[config.mk]
export PLATFORM = sky130hd
export DESIGN_NAME = lpc_synthesis_filter_saturate_unit
export DESIGN_NICKNAME = d
export VERILOG_FILES = /design/src/sv/lpcsf_pkg.sv /design/src/sv/lpc_synthesis_filter_saturate_unit.sv
export SDC_FILE = /design/constraint.sdc
export NUM_CORES = 2
export LEC_CHECK = 0
export ABC_AREA = 1
export ABC_CLOCK_PERIOD_IN_PS = 14100
export BUFFER_PORTS_ARGS = -buffer_cell sky130_fd_sc_hd__clkbuf_2
export CORE_MARGIN = 4
export CORE_UTILIZATION = 35
export DETAILED_ROUTE_END_ITERATION = 16
export GPL_TIMING_DRIVEN = 0
export SYNTH_ARGS = -nofsm -noshare
export SYNTH_HDL_FRONTEND = slang
export SYNTH_SLANG_ARGS = --single-unit
export TNS_END_PERCENT = 1
[constraint.sdc]
create_clock -name clk -period 14.1 [get_ports clk]
set_clock_uncertainty 0.2 [all_clocks]
set_input_delay 1.41 -clock clk [delete_from_list [all_inputs] [get_ports clk]]
set_output_delay 1.41 -clock clk [all_outputs]
set_load 0.02 [all_outputs]
[src/sv/lpcsf_pkg.sv]
// Shared constants and types for the LPC synthesis filter.
package lpcsf_pkg;

  localparam int ORDER_DEF        = 10;
  localparam int SAMPLE_WIDTH_DEF = 24;
  localparam int COEF_WIDTH_DEF   = 16;

  localparam int SAMPLE_FRAC = 8;
  localparam int COEF_FRAC   = 12;
  localparam int OUT_WIDTH   = 16;

  typedef enum logic [1:0] {
    ACT_WRITE  = 2'd0,
    ACT_FILTER = 2'd1,
    ACT_CLEAR  = 2'd2
  } action_t;

endpackage

[src/sv/lpc_synthesis_filter_saturate_unit.sv]
// Tenth-order all-pole synthesis filter with one shared multiply-accumulate unit.
// A filter beat passes through the multiply, drain, saturate and output load states in
// turn, with one multiply per tap; the input stalls meanwhile.
// The next beat is taken only once the result is loaded; a stalled result holds the load.
// Coefficient writes and clears give no result.
// Synchronous reset clears history, coefficients and the output valid.
module lpc_synthesis_filter_saturate_unit
  import lpcsf_pkg::*;
#(
  parameter int ORDER        = ORDER_DEF,
  parameter int SAMPLE_WIDTH = SAMPLE_WIDTH_DEF,
  parameter int COEF_WIDTH   = COEF_WIDTH_DEF
) (
  input  logic                           clk,
  input  logic                           rst,
  input  logic                           in_valid,
  output logic                           in_stall,
  input  logic [1:0]                     action,
  input  logic [3:0]                     coef_index,
  input  logic signed [COEF_WIDTH-1:0]   coef_value,
  input  logic signed [SAMPLE_WIDTH-1:0] excitation,
  output logic                           out_valid,
  input  logic                           out_stall,
  output logic signed [OUT_WIDTH-1:0]    speech_sample,
  output logic                           clipped
);

  localparam int IDX_W  = (ORDER > 1) ? $clog2(ORDER) : 1;
  localparam int PROD_W = SAMPLE_WIDTH + COEF_WIDTH;
  localparam int ACC_W  = SAMPLE_WIDTH + COEF_WIDTH + 5;
  localparam int T_W    = 34;
  localparam logic signed [ACC_W-1:0] SMAX = ACC_W'((64'sd1 <<< (SAMPLE_WIDTH - 1)) - 64'sd1);
  localparam logic signed [ACC_W-1:0] SMIN = -SMAX - ACC_W'(1);
  localparam logic signed [T_W-1:0] T_HI = T_W'(32767 * (1 << SAMPLE_FRAC));
  localparam logic signed [T_W-1:0] T_LO = T_W'(-32768 * (1 << SAMPLE_FRAC));
  localparam logic signed [T_W-1:0] T_RND = T_W'((1 << SAMPLE_FRAC) - 1);

  typedef enum logic [2:0] {
    S_IDLE,
    S_MAC,
    S_DRAIN,
    S_SAT,
    S_OUT
  } state_t;

  state_t                         state;
  logic [IDX_W-1:0]               k;
  logic signed [SAMPLE_WIDTH-1:0] history [ORDER];
  logic signed [COEF_WIDTH-1:0]   coefficients [ORDER];
  logic signed [PROD_W-1:0]       prod;
  logic signed [ACC_W-1:0]        acc;
  logic signed [SAMPLE_WIDTH-1:0] s;

  logic signed [ACC_W-1:0]        s_full;
  logic signed [SAMPLE_WIDTH-1:0] s_next;
  logic signed [T_W-1:0]          t;
  logic signed [T_W-1:0]          t_adj;
  logic signed [T_W-1:0]          t_div;
  logic signed [OUT_WIDTH-1:0]    sample_next;
  logic                           clip_next;
  logic                           accept;
  logic                           out_free;

  assign in_stall = (state != S_IDLE);
  assign accept   = in_valid && !in_stall;
  assign out_free = !out_valid || !out_stall;

  always_comb begin
    s_full = acc >>> COEF_FRAC;
    if (s_full > SMAX) begin
      s_next = SAMPLE_WIDTH'(SMAX);
    end else if (s_full < SMIN) begin
      s_next = SAMPLE_WIDTH'(SMIN);
    end else begin
      s_next = SAMPLE_WIDTH'(s_full);
    end
  end

  always_comb begin
    t     = T_W'(s) <<< 1;
    t_adj = (t < 0) ? (t + T_RND) : t;
    t_div = t_adj >>> SAMPLE_FRAC;
    if (t > T_HI) begin
      sample_next = OUT_WIDTH'(32767);
      clip_next   = 1'b1;
    end else if (t < T_LO) begin
      sample_next = OUT_WIDTH'(-32768);
      clip_next   = 1'b1;
    end else begin
      sample_next = OUT_WIDTH'(t_div);
      clip_next   = 1'b0;
    end
  end

  always_ff @(posedge clk) begin
    prod <= coefficients[k] * history[k];
    if (rst) begin
      state     <= S_IDLE;
      k         <= '0;
      out_valid <= 1'b0;
      for (int i = 0; i < ORDER; i++) begin
        history[i]      <= '0;
        coefficients[i] <= '0;
      end
    end else begin
      if (out_valid && !out_stall && state != S_OUT) begin
        out_valid <= 1'b0;
      end
      case (state)
        S_IDLE: begin
          if (accept) begin
            case (action)
              ACT_WRITE: begin
                if ({1'b0, coef_index} < 5'(ORDER)) begin
                  coefficients[coef_index[IDX_W-1:0]] <= coef_value;
                end
              end
              ACT_FILTER: begin
                acc   <= ACC_W'(excitation) <<< COEF_FRAC;
                k     <= '0;
                state <= S_MAC;
              end
              ACT_CLEAR: begin
                for (int i = 0; i < ORDER; i++) begin
                  history[i] <= '0;
                end
              end
              default: begin
              end
            endcase
          end
        end
        S_MAC: begin
          if (k != '0) begin
            acc <= acc - ACC_W'(prod);
          end
          if (k == IDX_W'(ORDER - 1)) begin
            state <= S_DRAIN;
          end else begin
            k <= k + 1'b1;
          end
        end
        S_DRAIN: begin
          acc   <= acc - ACC_W'(prod);
          state <= S_SAT;
        end
        S_SAT: begin
          s <= s_next;
          for (int i = ORDER - 1; i > 0; i--) begin
            history[i] <= history[i-1];
          end
          history[0] <= s_next;
          state      <= S_OUT;
        end
        S_OUT: begin
          if (out_free) begin
            speech_sample <= sample_next;
            clipped       <= clip_next;
            out_valid     <= 1'b1;
            k             <= '0;
            state         <= S_IDLE;
          end
        end
        default: begin
          state <= S_IDLE;
        end
      endcase
    end
  end

  a_rise_from_out: assert property (@(posedge clk) disable iff (rst)
    $rose(out_valid) |-> $past(state == S_OUT))
    else $error("result beat raised outside output load");

  a_filter_starts_mac: assert property (@(posedge clk) disable iff (rst)
    (accept && action == ACT_FILTER) |=> (state == S_MAC && k == '0))
    else $error("filter beat did not start multiply sequence");

  a_tap_in_range: assert property (@(posedge clk) disable iff (rst)
    (state == S_MAC) |-> (k <= IDX_W'(ORDER - 1)))
    else $error("tap counter out of range");

  a_no_beat_overwrite: assert property (@(posedge clk) disable iff (rst)
    (out_valid && out_stall) |=> $stable(speech_sample) && $stable(clipped))
    else $error("pending result overwritten");

endmodule

* Yosys cells after proc, flatten, opt, wreduce, memory -nomap -nowiden
Memory sizes are Yosys's and may differ from the RTL's. A register that Yosys moved wholly into a read port is not among the register bits.
Index checks and enable logic that the tools add are counted.
Widths: inputs -> output; s select.
** Word-level totals
- Register bits :: 134
- RAM bits :: 400
- Input port bits :: 50
- Output and inout port bits :: 19
- Word-level logic and storage cells :: 139
- Memories :: 2
** Operators by class
- Add/sub/neg operators :: 3
- $mul :: 1
- $lt $le $gt $ge :: 6
- Equal/unequal tests :: 14
- Multiplexer cells :: 65
- Bitwise gates (word level) :: 21
- Reductions and logical operators :: 19
** Memories
- history :: depth 10, bits a word 24, read ports 10, clocked after memory_dff 1, write ports 10, line lpc_synthesis_filter_saturate_unit.sv:48 : logic signed [SAMPLE_WIDTH-1:0] history [ORDER];
- coefficients :: depth 10, bits a word 16, read ports 1, clocked after memory_dff 1, write ports 10, line lpc_synthesis_filter_saturate_unit.sv:49 : logic signed [COEF_WIDTH-1:0] coefficients [ORDER];
** Operators by type and width (number)
- $mux 24 :: 23
- $mux 45 :: 3
- $pmux 45 s3 :: 1
- $sub 45x40->45 :: 1
- $mul 16x24->40 :: 1
- $mux 4 :: 9
- $gt 33x24->1 const B :: 1
- $lt 33x24->1 const B :: 1
- $mux 16 :: 2
- $gt 25x24->1 const B :: 1
- $lt 25x1->1 const B :: 1
- $lt 25x24->1 const B :: 1
- $add 24x9->24 const B :: 1
- $mux 1 :: 21
- $or 1x1->1 :: 20
- $reduce_or 16->1 :: 1
- $pmux 3 s5 :: 1
- $mux 3 :: 4
- $pmux 4 s3 :: 1
- $ne 2x2->1 const B :: 5
- $reduce_and 5->1 :: 2
- $reduce_bool 3->1 :: 3
- $eq 3x2->1 const B :: 2
- $add 4x1->4 const B :: 1
- other kinds (18) :: 22

* Depth between registers and ports, before layout
- Depth after elaboration :: 9
- Mapped depth :: 36
- Gate-level depth less buffers :: 32

* Worst setup path before layout
OpenSTA, ideal clock, no wires.
- Path type :: input port to flip-flop
- From :: input action[1]
- To :: register acc[0], enable pin
- Setup time :: 689 ps
- Arrival time :: 8619 ps
- Data required time :: 13211 ps
- Setup slack :: 4592 ps
- Stages on the path :: 3
- Buffers on the path :: 0
- Cell sequence :: inv_1 -> a31oi_1 -> a2111oi_0
** On the way
- Longest elaborated chain between the ends :: 3
** Ends and longest elaborated chain
- start: declaration :: line lpc_synthesis_filter_saturate_unit.sv:18 : input logic [1:0] action,
- $eq 2x1->1 :: line lpc_synthesis_filter_saturate_unit.sv:112 : case (action)
- $ne 2x1->1 (no line)
- $reduce_and 5->1 (no line)
- end signal: assignment :: line lpc_synthesis_filter_saturate_unit.sv:119 : acc <= ACC_W'(excitation) <<< COEF_FRAC;
- end signal: assignment :: line lpc_synthesis_filter_saturate_unit.sv:135 : acc <= acc - ACC_W'(prod);
- end signal: assignment :: line lpc_synthesis_filter_saturate_unit.sv:144 : acc <= acc - ACC_W'(prod);
- end: declaration :: line lpc_synthesis_filter_saturate_unit.sv:51 : logic signed [ACC_W-1:0] acc;
Every way passes these cells.
A chain may end at the register's enable or synchronous reset.

==> flow_metrics.tcl <==
set metrics [dict create \
    slew_headroom 0.264 \
    setup_violations 0 \
    final_cell_mix "inv_1, nand2_1, nor2_1" \
    gp_congestion 0.925 \
    arrival_ns 9.49 \
    wire_per_inst_microns 20.7 \
    ys_types 51 \
    routed_wl_microns 153000 \
    start_util 0.353 \
    critical_path_class "register to register" \
    dieArea_sq_um 137000 \
    ant_nets 0 \
    crit_fanout 10 \
    start_kind "register" \
    cts_hold_buffers 0 \
    grt_max_degree 67 \
    synth_top_area_share 0.381 \
    cts_htree_levels 3 \
    drive_gt1_frac 0.0619 \
    hp-class "register to register" \
    synth_flop_cell "edfxtp_1" \
    num_io_pins 69 \
    maxCapViolCount 0 \
    yosys.area.top_type "edfxtp_1" \
    synth-seq-area-share 0.404 \
    hpwl_microns 120000 \
    drt-pass1-iter-count 6 \
    synthTopCellsByArea "edfxtp_1, fa_1, inv_1" \
    drt_iter0_drc 4413 \
    cts_tree "yes" \
    core_sq_um 130000 \
    synthCells 5363 \
    path_clk_slew_ns 0.06 \
    die_y_microns 370 \
    clock_latency_ns 0.64 \
    syn-cell-area_sq_um 45900 \
    cts_resized 0 \
    cts-buffers-inserted 72 \
    layout_commonest_cell "inv_1" \
    clock_path_buffers 3 \
    rsz0062_at_grt "no" \
    async_reset_ff_frac 0 \
    timing.hold.ws_ns 0.350 \
    syn_avg_cell_area_sq_um 8.55 \
    cp-end-kind "register" \
    via_count 36900 \
    place.port_buffers 65 \
    status "completed" \
    area_growth_pct 12.0 \
    vias_per_cell 4.98 \
    fin_nets 6182 \
    worst_pin_slew_ns 1.10 \
    yosys_warnings 0 \
    cts_sinks 634 \
    grt_pass1_vias 36400 \
    required_ns 14.37 \
    row_count 132 \
    synth-edff-count 582 \
    grt_pass1_wl_microns 231000 \
    final_hold_viol_count 0 \
    track_usage 0.224 \
    min_period_ns 9.22 \
    drc 0 \
    cts_setup_buffers 0 \
    fp.dieW_microns 370 \
    cts_root_buf "clkbuf_16" \
    synth-seq-cells 634 \
    max_freq_mhz 108 \
    maxSlewViolCount 0 \
    post-route-period-util 0.654 \
    antenna_found_initial 3 \
    overflow 0 \
]
-- critical path, cell delays in order (launching register included) --
cell and delay [ns]:
dfxtp_1 0.31, buf_2 0.20, buf_2 0.23, clkbuf_1 0.75, o21ai_0 0.19, o21ai_0 0.65, o221ai_1 0.25, nand2_1 0.49
buf_2 0.40, nand2_1 0.13, fa_1 0.52, fa_1 0.49, inv_1 0.06, fa_1 0.52, fa_1 0.53, fa_1 0.55
inv_1 0.08, fa_1 0.68, inv_1 0.08, ha_1 0.40, a21oi_1 0.27, o21ai_0 0.13, a21oi_1 0.24, nor2_1 0.07
nor2_1 0.08, nand2_1 0.07, xor2_1 0.47
-- flip-flops by register name, summed over array words and instances (netlist names), named ones only --
signal,count
coefficients,256
history,240
acc,45
prod,40
s,24
speech_sample,16
k,4
state,3
clipped,1
out_valid,1
-- worst paths after layout --
check	startpoint	end	slack (ns)	depth (start not counted)
setup / recovery	register	prod[30]$_DFF_P_	4.88	26
hold / removal	history[2][15]$_SDFFCE_PN0P_	history[3][15]$_SDFFCE_PN0P_	0.35	2
setup reg to reg	register	prod[30]$_DFF_P_	4.88	26
hold reg to reg	history[2][15]$_SDFFCE_PN0P_	history[3][15]$_SDFFCE_PN0P_	0.35	2
-- cell usage after synthesis (2+ instances only) --
| cell | count |
|---|---|
| inv_1 | 1192 |
| nand2_1 | 1111 |
| nor2_1 | 716 |
| edfxtp_1 | 582 |
| fa_1 | 375 |
| o21ai_0 | 314 |
| a21oi_1 | 202 |
| nand3_1 | 190 |
| ha_1 | 145 |
| clkbuf_1 | 90 |
| buf_2 | 64 |
| o221ai_1 | 58 |
| dfxtp_1 | 52 |
| buf_4 | 46 |
| nand4_1 | 25 |
| nor3_1 | 25 |
| xor2_1 | 25 |
| o211ai_1 | 19 |
| o22ai_1 | 15 |
| or2_2 | 13 |
| buf_1 | 10 |
| a31oi_1 | 9 |
| nand2_4 | 9 |
| nand3b_1 | 8 |
| o21a_1 | 8 |
| xnor2_1 | 8 |
| nand4_2 | 7 |
| o21bai_1 | 7 |
| nor3b_1 | 4 |
| o21ai_1 | 4 |
| a21o_1 | 3 |
| clkinv_1 | 3 |
| inv_2 | 3 |
| a211oi_1 | 2 |
| buf_6 | 2 |
| o21ai_2 | 2 |
-- logic make-up after synthesis --
| family | count (synthesis) | share of synthesized area |
|---|---|---|
| AND/OR/NAND/NOR | 2116 | 0.186 |
| buffers and inverters | 1412 | 0.122 |
| AO/OA/AOI/OAI | 647 | 0.0787 |
| flip-flops | 634 | 0.404 |
| adder cells (fa/ha/maj) | 520 | 0.203 |
| XOR/XNOR | 33 | 0.00630 |
| other | 1 | 0.0000818 |
-- metal layers --
metal	up-vias	part of all wire	global-route usage
met2	1756	0.44	0.350
met1	17800	0.42	0.315
met4	4	0.037	0.0763
met3	237	0.097	0.0401
li1	17100	-	-
met5	-	0.00018	0
-- stage by stage --
stage	setup slack [ns]	TNS, ns	cell area, sq um	std cells	utilization
finish	4.88	0	51400	7411	0.396
CTS	5.19	0	51400	7410	0.396
global placement	-2.02	-90.62	48700	7265	0.375
floorplan	4.59	0	46200	5458	-
detailed placement	5.21	0	49000	7280	0.377
global route	4.73	0	51400	7410	0.396
-- final cells by class --
class | instances | area (sq um)
well taps | 1742 | 2180
inverters | 1199 | 4500
flip-flops and latches | 634 | 18500
multi-input cells | 3412 | 22200
repair buffers | 80 | 528
clock inverters | 38 | 410
plain buffers | 213 | 1080
clock buffers | 92 | 2000
fillers | 13300 | 78400
diodes | 1 | 2.50
Power is not shown: default switching activity piles up to over one toggle a cycle in this logic, so the estimate is an artifact.
